--- config.mk ---
export PLATFORM = sky130hd
export DESIGN_NAME = simcc_keypoint_decode
export DESIGN_NICKNAME = d
export VERILOG_FILES = /design/src/skd_pkg.sv /design/src/simcc_keypoint_decode.sv
export SDC_FILE = /design/constraint.sdc
export NUM_CORES = 2
export LEC_CHECK = 0
export BUFFER_PORTS_ARGS = -buffer_cell sky130_fd_sc_hd__clkbuf_2
export CELL_PAD_IN_SITES_DETAIL_PLACEMENT = 0
export CELL_PAD_IN_SITES_GLOBAL_PLACEMENT = 1
export CORE_MARGIN = 8
export CORE_UTILIZATION = 40
export CTS_CLUSTER_DIAMETER = 50
export DETAILED_ROUTE_END_ITERATION = 8
export HOLD_SLACK_MARGIN = 0.1
export PLACE_DENSITY = 0.65
export SYNTH_ARGS = -nofsm -noshare
export SYNTH_HDL_FRONTEND = slang
export SYNTH_SLANG_ARGS = --single-unit
--- constraint.sdc ---
create_clock -name clk -period 20.7 [get_ports clk]
set_input_delay 1.035 -clock clk [delete_from_list [all_inputs] [get_ports clk]]
set_output_delay 1.035 -clock clk [all_outputs]
set_load 0.01 [all_outputs]
--- src/skd_pkg.sv ---
// Shared types, constants and helper functions for the SimCC keypoint decoder.
// No dependencies; used by simcc_keypoint_decode.
package skd_pkg;

	// Storage limits.
	localparam int MAX_BINS   = 1024;
	localparam int MAX_POINTS = 256;
	localparam int BIN_W      = $clog2(MAX_BINS);
	localparam int POINT_W    = 8;

	// Field widths fixed by the interface.
	localparam int SCORE_W  = 16;
	localparam int COORD_W  = 32;
	localparam int SCALE_W  = 24;
	localparam int COUNT_W  = 11;
	localparam int KPCNT_W  = 9;
	localparam int CFG_W    = 32;
	localparam int CFG_IDX_W = 3;

	// Coordinate arithmetic widths.
	localparam int PROD_W = BIN_W + SCALE_W;
	localparam int SUM_W  = ((PROD_W > COORD_W) ? PROD_W : COORD_W) + 2;

	// Coordinate reported for a rejected keypoint: -1.0 in Q16.16.
	localparam logic [COORD_W-1:0] REJECT_COORD = 32'hFFFF_0000;

	// Reset values of the configuration registers.
	localparam logic [SCALE_W-1:0] SCALE_RESET   = 24'd65536;
	localparam logic [COUNT_W-1:0] X_BINS_RESET  = 11'd384;
	localparam logic [COUNT_W-1:0] Y_BINS_RESET  = 11'd512;
	localparam logic [KPCNT_W-1:0] KPCNT_RESET   = 9'd133;

	typedef enum logic [CFG_IDX_W-1:0] {
		REG_ORIGIN_X  = 3'd0,
		REG_ORIGIN_Y  = 3'd1,
		REG_SCALE_X   = 3'd2,
		REG_SCALE_Y   = 3'd3,
		REG_THRESHOLD = 3'd4,
		REG_X_BINS    = 3'd5,
		REG_Y_BINS    = 3'd6,
		REG_KP_COUNT  = 3'd7
	} cfg_reg_t;

	// Finished keypoint leaving the argmax stage.
	typedef struct packed {
		logic signed [SCORE_W-1:0] x_score;
		logic signed [SCORE_W-1:0] y_score;
		logic [BIN_W-1:0]          x_bin;
		logic [BIN_W-1:0]          y_bin;
		logic [POINT_W-1:0]        index;
		logic                      last;
	} argmax_t;

	// Highest bin index of an axis, with the count clamped to 1..MAX_BINS.
	function automatic logic [BIN_W-1:0] last_bin(input logic [COUNT_W-1:0] n);
		logic [COUNT_W-1:0] m;
		begin
			if (n == '0) begin
				m = '0;
			end else if (n > COUNT_W'(MAX_BINS)) begin
				m = COUNT_W'(MAX_BINS - 1);
			end else begin
				m = n - COUNT_W'(1);
			end
			return m[BIN_W-1:0];
		end
	endfunction

	// Highest keypoint index of a frame, with the count clamped to 1..MAX_POINTS.
	function automatic logic [POINT_W-1:0] last_index(input logic [KPCNT_W-1:0] n);
		logic [KPCNT_W-1:0] m;
		begin
			if (n == '0) begin
				m = '0;
			end else if (n > KPCNT_W'(MAX_POINTS)) begin
				m = KPCNT_W'(MAX_POINTS - 1);
			end else begin
				m = n - KPCNT_W'(1);
			end
			return m[POINT_W-1:0];
		end
	endfunction

	// origin + product, computed exactly and saturated to the signed coordinate range.
	function automatic logic [COORD_W-1:0] sat_coord(
		input logic signed [COORD_W-1:0] origin,
		input logic [PROD_W-1:0]         prod
	);
		logic signed [SUM_W-1:0] s;
		logic [SUM_W-COORD_W:0]  top;
		begin
			s   = SUM_W'(origin) + signed'(SUM_W'(prod));
			top = s[SUM_W-1:COORD_W-1];
			if ((&top) || (~|top)) begin
				return s[COORD_W-1:0];
			end else if (s[SUM_W-1]) begin
				return {1'b1, {(COORD_W-1){1'b0}}};
			end else begin
				return {1'b0, {(COORD_W-1){1'b1}}};
			end
		end
	endfunction

endpackage

--- src/simcc_keypoint_decode.sv ---
// Top level of the SimCC keypoint decoder: argmax over the score stream and coordinate output.
// Depends on skd_pkg for widths, register codes and the clamp and saturate functions.
//
//  Channel  Direction  Handshake              Payload
//  -------  ---------  ---------------------  -------------------------------------------------
//  in       input      in_valid / in_stall    bin_score
//  out      output     out_valid / out_stall  point_x, point_y, point_score, rejected,
//                                             point_index, last_point
//  cfg      input      cfg_we                 cfg_index, cfg_data
//
// One score transaction is taken per clock while in_stall is low. After its last y-axis score
// is accepted, a keypoint passes through the input register, the argmax stage, the multiply
// stage and the add-and-saturate output register.
// Reset clears the argmax state, the keypoint counter and all valid flags, and loads the
// registers with their default values; no clearing pass follows.
// An output stall holds the result register; the stages behind it keep filling, and only
// a score that finishes a keypoint waits for a free slot, so scores that end no keypoint
// keep flowing while a result is waiting.
module simcc_keypoint_decode (
	input  logic                                  clk,
	input  logic                                  arst_n,
	// Score stream
	input  logic                                  in_valid,
	output logic                                  in_stall,
	input  logic signed [skd_pkg::SCORE_W-1:0]    bin_score,
	// Keypoint results
	output logic                                  out_valid,
	input  logic                                  out_stall,
	output logic signed [skd_pkg::COORD_W-1:0]    point_x,
	output logic signed [skd_pkg::COORD_W-1:0]    point_y,
	output logic signed [skd_pkg::SCORE_W-1:0]    point_score,
	output logic                                  rejected,
	output logic [skd_pkg::POINT_W-1:0]           point_index,
	output logic                                  last_point,
	// Configuration writes
	input  logic                                  cfg_we,
	input  logic [skd_pkg::CFG_IDX_W-1:0]         cfg_index,
	input  logic [skd_pkg::CFG_W-1:0]             cfg_data
);

	// ------------------------------------------------------------------
	// Configuration registers
	// ------------------------------------------------------------------
	logic signed [skd_pkg::COORD_W-1:0] origin_x_q, origin_y_q;
	logic [skd_pkg::SCALE_W-1:0]        scale_x_q, scale_y_q;
	logic signed [skd_pkg::SCORE_W-1:0] threshold_q;
	logic [skd_pkg::COUNT_W-1:0]        x_bins_q, y_bins_q;
	logic [skd_pkg::KPCNT_W-1:0]        kp_count_q;

	always_ff @(posedge clk or negedge arst_n) begin
		if (!arst_n) begin
			origin_x_q  <= '0;
			origin_y_q  <= '0;
			scale_x_q   <= skd_pkg::SCALE_RESET;
			scale_y_q   <= skd_pkg::SCALE_RESET;
			threshold_q <= '0;
			x_bins_q    <= skd_pkg::X_BINS_RESET;
			y_bins_q    <= skd_pkg::Y_BINS_RESET;
			kp_count_q  <= skd_pkg::KPCNT_RESET;
		end else if (cfg_we) begin
			unique case (skd_pkg::cfg_reg_t'(cfg_index))
				skd_pkg::REG_ORIGIN_X:  origin_x_q  <= cfg_data[skd_pkg::COORD_W-1:0];
				skd_pkg::REG_ORIGIN_Y:  origin_y_q  <= cfg_data[skd_pkg::COORD_W-1:0];
				skd_pkg::REG_SCALE_X:   scale_x_q   <= cfg_data[skd_pkg::SCALE_W-1:0];
				skd_pkg::REG_SCALE_Y:   scale_y_q   <= cfg_data[skd_pkg::SCALE_W-1:0];
				skd_pkg::REG_THRESHOLD: threshold_q <= cfg_data[skd_pkg::SCORE_W-1:0];
				skd_pkg::REG_X_BINS:    x_bins_q    <= cfg_data[skd_pkg::COUNT_W-1:0];
				skd_pkg::REG_Y_BINS:    y_bins_q    <= cfg_data[skd_pkg::COUNT_W-1:0];
				skd_pkg::REG_KP_COUNT:  kp_count_q  <= cfg_data[skd_pkg::KPCNT_W-1:0];
			endcase
		end
	end

	// ------------------------------------------------------------------
	// Flow control. Each stage moves when the stage ahead is empty or moving; see move_s1 for stage 1.
	// ------------------------------------------------------------------
	logic valid_s1, valid_s2, valid_s3;
	logic ready_out, ready_s3, ready_s2, ready_s1;
	logic move_s1, move_s2, move_s3;
	logic point_done;

	assign ready_out = !out_valid || !out_stall;
	assign move_s3   = valid_s3 && ready_out;
	assign ready_s3  = !valid_s3 || ready_out;
	assign move_s2   = valid_s2 && ready_s3;
	assign ready_s2  = !valid_s2 || ready_s3;
	// A score that does not finish a keypoint is absorbed without needing a slot ahead.
	assign move_s1   = valid_s1 && (!point_done || ready_s2);
	assign ready_s1  = !valid_s1 || move_s1;
	assign in_stall  = !ready_s1;

	// ------------------------------------------------------------------
	// Stage 1: input register
	// ------------------------------------------------------------------
	logic signed [skd_pkg::SCORE_W-1:0] score_s1;

	always_ff @(posedge clk or negedge arst_n) begin
		if (!arst_n) begin
			valid_s1 <= 1'b0;
		end else if (ready_s1) begin
			valid_s1 <= in_valid;
		end
	end

	always_ff @(posedge clk) begin
		if (in_valid && ready_s1) begin
			score_s1 <= bin_score;
		end
	end

	// ------------------------------------------------------------------
	// Running argmax per axis. Ties keep the earlier bin, and bin zero always loads.
	// ------------------------------------------------------------------
	logic signed [skd_pkg::SCORE_W-1:0] best_x_score_q, best_y_score_q;
	logic [skd_pkg::BIN_W-1:0]          best_x_bin_q, best_y_bin_q;
	logic [skd_pkg::BIN_W-1:0]          bin_pos_q;
	logic                               on_y_q;
	logic [skd_pkg::POINT_W-1:0]        point_cnt_q;

	logic signed [skd_pkg::SCORE_W-1:0] axis_best;
	logic [skd_pkg::BIN_W-1:0]          axis_last;
	logic                               take_bin;
	logic                               axis_end;
	logic                               frame_end;
	skd_pkg::argmax_t                   point_next;

	always_comb begin
		axis_best  = on_y_q ? best_y_score_q : best_x_score_q;
		axis_last  = skd_pkg::last_bin(on_y_q ? y_bins_q : x_bins_q);
		take_bin   = (bin_pos_q == '0) || (score_s1 > axis_best);
		// An axis ends once the position reaches its last bin, also after a smaller count
		// has been written while the position was beyond it.
		axis_end   = bin_pos_q >= axis_last;
		point_done = on_y_q && axis_end;
		frame_end  = point_cnt_q >= skd_pkg::last_index(kp_count_q);

		point_next.x_score = best_x_score_q;
		point_next.x_bin   = best_x_bin_q;
		point_next.y_score = take_bin ? score_s1 : best_y_score_q;
		point_next.y_bin   = take_bin ? bin_pos_q : best_y_bin_q;
		point_next.index   = point_cnt_q;
		point_next.last    = frame_end;
	end

	always_ff @(posedge clk or negedge arst_n) begin
		if (!arst_n) begin
			best_x_score_q <= '0;
			best_y_score_q <= '0;
			best_x_bin_q   <= '0;
			best_y_bin_q   <= '0;
			bin_pos_q      <= '0;
			on_y_q         <= 1'b0;
			point_cnt_q    <= '0;
		end else if (move_s1) begin
			if (take_bin) begin
				if (on_y_q) begin
					best_y_score_q <= score_s1;
					best_y_bin_q   <= bin_pos_q;
				end else begin
					best_x_score_q <= score_s1;
					best_x_bin_q   <= bin_pos_q;
				end
			end
			if (axis_end) begin
				bin_pos_q <= '0;
				on_y_q    <= !on_y_q;
				if (on_y_q) begin
					point_cnt_q <= frame_end ? '0 : point_cnt_q + skd_pkg::POINT_W'(1);
				end
			end else begin
				bin_pos_q <= bin_pos_q + skd_pkg::BIN_W'(1);
			end
		end
	end

	// ------------------------------------------------------------------
	// Stage 2: finished keypoint, axis maxima and their bins
	// ------------------------------------------------------------------
	skd_pkg::argmax_t point_s2;

	always_ff @(posedge clk or negedge arst_n) begin
		if (!arst_n) begin
			valid_s2 <= 1'b0;
		end else if (move_s1 && point_done) begin
			valid_s2 <= 1'b1;
		end else if (move_s2) begin
			valid_s2 <= 1'b0;
		end
	end

	always_ff @(posedge clk) begin
		if (move_s1 && point_done) begin
			point_s2 <= point_next;
		end
	end

	// ------------------------------------------------------------------
	// Stage 3: bin times scale, score mean and threshold test
	// ------------------------------------------------------------------
	logic [skd_pkg::SCORE_W:0]          score_sum;
	logic signed [skd_pkg::SCORE_W-1:0] score_mean;

	logic [skd_pkg::PROD_W-1:0]         prod_x_s3, prod_y_s3;
	logic signed [skd_pkg::SCORE_W-1:0] score_s3;
	logic                               reject_s3;
	logic [skd_pkg::POINT_W-1:0]        index_s3;
	logic                               last_s3;

	always_comb begin
		// Floor mean: the sum is one bit wider, and dropping its low bit is the
		// arithmetic shift.
		score_sum  = (skd_pkg::SCORE_W + 1)'(point_s2.x_score)
			+ (skd_pkg::SCORE_W + 1)'(point_s2.y_score);
		score_mean = score_sum[skd_pkg::SCORE_W:1];
	end

	always_ff @(posedge clk or negedge arst_n) begin
		if (!arst_n) begin
			valid_s3 <= 1'b0;
		end else if (ready_s3) begin
			valid_s3 <= valid_s2;
		end
	end

	always_ff @(posedge clk) begin
		if (move_s2) begin
			prod_x_s3 <= skd_pkg::PROD_W'(point_s2.x_bin) * skd_pkg::PROD_W'(scale_x_q);
			prod_y_s3 <= skd_pkg::PROD_W'(point_s2.y_bin) * skd_pkg::PROD_W'(scale_y_q);
			score_s3  <= score_mean;
			// Equal to the threshold keeps the coordinates.
			reject_s3 <= score_mean < threshold_q;
			index_s3  <= point_s2.index;
			last_s3   <= point_s2.last;
		end
	end

	// ------------------------------------------------------------------
	// Output register: origin plus product, saturated, or -1.0 when rejected
	// ------------------------------------------------------------------
	always_ff @(posedge clk or negedge arst_n) begin
		if (!arst_n) begin
			out_valid <= 1'b0;
		end else if (ready_out) begin
			out_valid <= valid_s3;
		end
	end

	always_ff @(posedge clk) begin
		if (move_s3) begin
			point_x     <= reject_s3 ? skd_pkg::REJECT_COORD
				: skd_pkg::sat_coord(origin_x_q, prod_x_s3);
			point_y     <= reject_s3 ? skd_pkg::REJECT_COORD
				: skd_pkg::sat_coord(origin_y_q, prod_y_s3);
			point_score <= score_s3;
			rejected    <= reject_s3;
			point_index <= index_s3;
			last_point  <= last_s3;
		end
	end

endmodule

==> flow_summary.yaml <==
die:
  fp.dieW_um: 325
  coreArea_um2: 94900
  die_h_um: 325
  initial_core_util_pct: 40.3
  dieArea_um2: 106000
  num_io_pins: 148
  rows: 113
finish:
  drive_gt1_share_pct: 14.4
  final_nets: 4281
  num-fill-cells: 8928
  syn_to_final_growth_pct: 11.2
run_status:
  status: "finished, final reports clean"
clock_tree:
  cts_tree: "built"
  cts_inserted_buffers: 70
  clock_sinks: 495
  cts_hold_buffers: 0
  cts-root-buf: "clkbuf_16"
  cts.clk_slew.worst_paths_ps: 60
  cts_setup_buffers: 0
  htree_levels: 3
  ctsResizeCount: 0
  ctsLongestPathBuffers: 3
  clk_latency_ps: 630
power_and_ir_drop:
  power_density_nw_per_um2: 145
  leakagePower_nw: 19.4
  max-vdd-ir-drop_mv: 0.0899
synth:
  syn_area_um2: 38200
  syn_area_per_cell_um2: 10.9
  synth_nets: 4184
  synth_ff_type: "edfxtp_1"
  synth_async_sr_flop_share_pct: 47.3
  ys_warn_count: 0
  synth-seq-cells: 495
  syn-instance-count: 3500
  synth_edf_count: 261
  synth_cell_types: 81
  synth-seq-area-share_pct: 35.9
routing:
  viasPerCell: 5.10
  antenna_left: 0
  wl_per_cell_um: 19.3
  vias: 25100
  drtIter0Drc: 1530
  drtPass1Iterations: 5
  drt-total-wl_um: 95000
  drc: 0
setup_path:
  path_cells: "nand2_1, fa_1, inv_1, fa_1, inv_1, fa_1, inv_1, fa_1, inv_1, fa_1, inv_1, ha_1, o21ai_0, nor2_1, a32oi_2, a21oi_2, a2111oi_4, o221ai_1, a41o_1, or4_1, a31o_1, a21oi_1, xnor2_1"
  critPathBufInv: 5
  path_class: "reg2reg"
  cp-end-kind: "flip-flop"
  critical-path-top-delay-family: "adder cells"
  ff2ff_path_depth: 23
  rrSetupSlack_ps: 13880
  timing.rr.start: "point_s2[10]"
  r2r-end: "prod_y_s3[33]"
  critPathMaxFanout: 24
  worstPathRequired_ps: 21080
  cpPeakStageDelay_ps: 910
  slowest_stage: "edfxtp_1"
  arrival_ps: 7200
  cp-start-kind: "flip-flop"
global_routing:
  first_global_vias: 26400
  grt-ovfl-total: 0
  grt_max_degree: 68
  grt_usage_pct: 18.1
  grt_pass1_wl_um: 153000
  antenna_found_initial: 15
min_path:
  hold_class: "in2async"
sta:
  setup_viol: 0
  post-route-min-period_ps: 6820
  fmax_mhz: 147
  hold_ws_ps: 334
  post-route-period-util_pct: 33.0
  hold_viol: 0
  worst_pin_slew_ps: 1070
  slew_violations: 0
  rsz0062_at_grt: "no"
  timing.slew.headroom_pct: 28.5
  clock_skew_ps: 36.5
  tns_ps: 0
flow_run:
  maxCapViolations: 0
place:
  hpwl_um: 71000
  io_buffers: 147
  gp_congestion: 0.824
## cells in the mapped netlist (16+ instances only)
cell        n  area [um2]
nor2_1    102         383
o21ai_1    18        90.1
nand2b_1   30         188
nor2b_1    18         113
o21bai_1   22         165
o21ai_0   138         691
nand4_1    17         106
and3_1     19         119
dfrtp_1   226        5660
a31oi_1    17         106
a21o_1     79         593
edfxtp_1  261        7840
o31ai_1    16         120
o21a_1     17         128
fa_1      351        7030
ha_1      277        3470
inv_1     403        1510
nand3_1    28         140
and2_1    248        1550
mux2_1     23         259
clkbuf_1  128         480
mux2i_1    21         210
mux2_2    194        2180
nand2_1   338        1270
xnor2_1    93         815
a21oi_1   165         826
xor2_1     59         517
nor3_1     27         135
## sequential cells by signal (all words and copies together), names as in the netlist, 16 cells and up
name,flops
prod_y_s3,34
point_y,32
prod_x_s3,34
best_y_score_q,16
score_s1,16
point_x,32
point_score,16
point_s2,61
score_s3,16
best_x_score_q,16
scale_y_q,24
origin_y_q,32
scale_x_q,24
threshold_q,16
origin_x_q,32
## report_power, final
group	total, W	internal [W]	leakage (nW)	switching (W)
registers	0.00153	0.00135	5.22	0.000177
logic	0.00345	0.00150	13.0	0.00195
clock network	0.00116	0.000685	1.11	0.000476
## cell families after synthesis
kind of cell               count (synthesis)  share of synthesized area [%]
buffers and inverters                    547                           5.43
xor gates and xnor gates                 152                           3.49
AOI/OAI and AO/OA                        569                           9.44
DFF                                      495                           35.9
adders and majority gates                629                           27.5
and+or+nand+nor                          869                           11.3
muxes                                    239                           7.01
## worst max-delay path by stage
stage,cells past startpoint,start,slack [ps],endpoint
6_report,23,point_s2[10],13880,prod_y_s3[33]
5_1_grt,23,point_s2[10],13380,prod_y_s3[33]
4_1_cts,23,point_s2[10],13820,prod_y_s3[33]
3_5_place_dp,23,point_s2[10],13830,prod_y_s3[33]
3_3_place_gp,23,point_s2[10],13840,prod_y_s3[33]
2_1_floorplan,1,out_stall,12490,last_point
## cell usage in the layout (no fill, tap or decap), types with 9 or more instances in the layout
cell	n
a211oi_1	14
a21o_1	79
xor2_1	59
o31ai_1	16
dfrtp_1	225
o211ai_1	9
mux2_2	194
inv_6	11
a31oi_1	16
fa_1	351
nand3_1	28
mux2_1	23
clkbuf_1	14
o21ai_1	18
buf_4	22
edfxtp_1	261
a21oi_1	165
clkbuf_2	146
nand2b_1	30
and3_1	19
o21ai_2	9
inv_1	402
nand2_1	338
ha_1	277
o21bai_1	22
clkbuf_16	70
o21a_1	17
mux2i_1	21
o21ai_0	138
xnor2_1	93
nand4_1	17
nor2_1	102
nor2b_1	17
and2_1	248
nor3_1	25
## through the flow
| step | total power (W) | setup slack [ps] | util, % | cells | instance area, um2 |
|---|---|---|---|---|---|
| 6_report | 0.00614 | 13880 | 44.8 | 4924 | 42500 |
| 5_1_grt | 0.00674 | 13380 | 44.8 | 4919 | 42500 |
| 4_1_cts | 0.00621 | 13820 | 44.8 | 4919 | 42500 |
| 3_5_place_dp | 0.00500 | 13830 | 42.4 | 4790 | 40200 |
| 3_3_place_gp | 0.00498 | 13840 | 42.4 | 4790 | 40200 |
| 2_1_floorplan | 0.00414 | 12490 | - | 3500 | 38200 |
## routing by layer
| metal | vias up | share of wire [%] | wire [um] | track usage (%) |
|---|---|---|---|---|
| met2 | 529 | 45 | 42400 | 28.5 |
| met1 | 12500 | 48 | 45300 | 25.5 |
| li1 | 12000 | - | - | - |
| met5 | - | 0.014 | 13 | 0 |
| met3 | 126 | 5.1 | 4870 | 3.45 |
| met4 | 2 | 2.6 | 2440 | 4.97 |
## cell type report
type	instances	area [um2]	share of cell area (%)
Multi-Input combinational cell	2458	22500	52.9
Sequential cell	495	13700	32.3
Clock buffer	86	1830	4.31
Tap cell	1265	1580	3.73
Inverter	403	1510	3.56
Timing Repair Buffer	169	911	2.14
Clock inverter	43	445	1.05
Antenna cell	5	12.5	0.0295
Power figures use the tool's default switching activity.
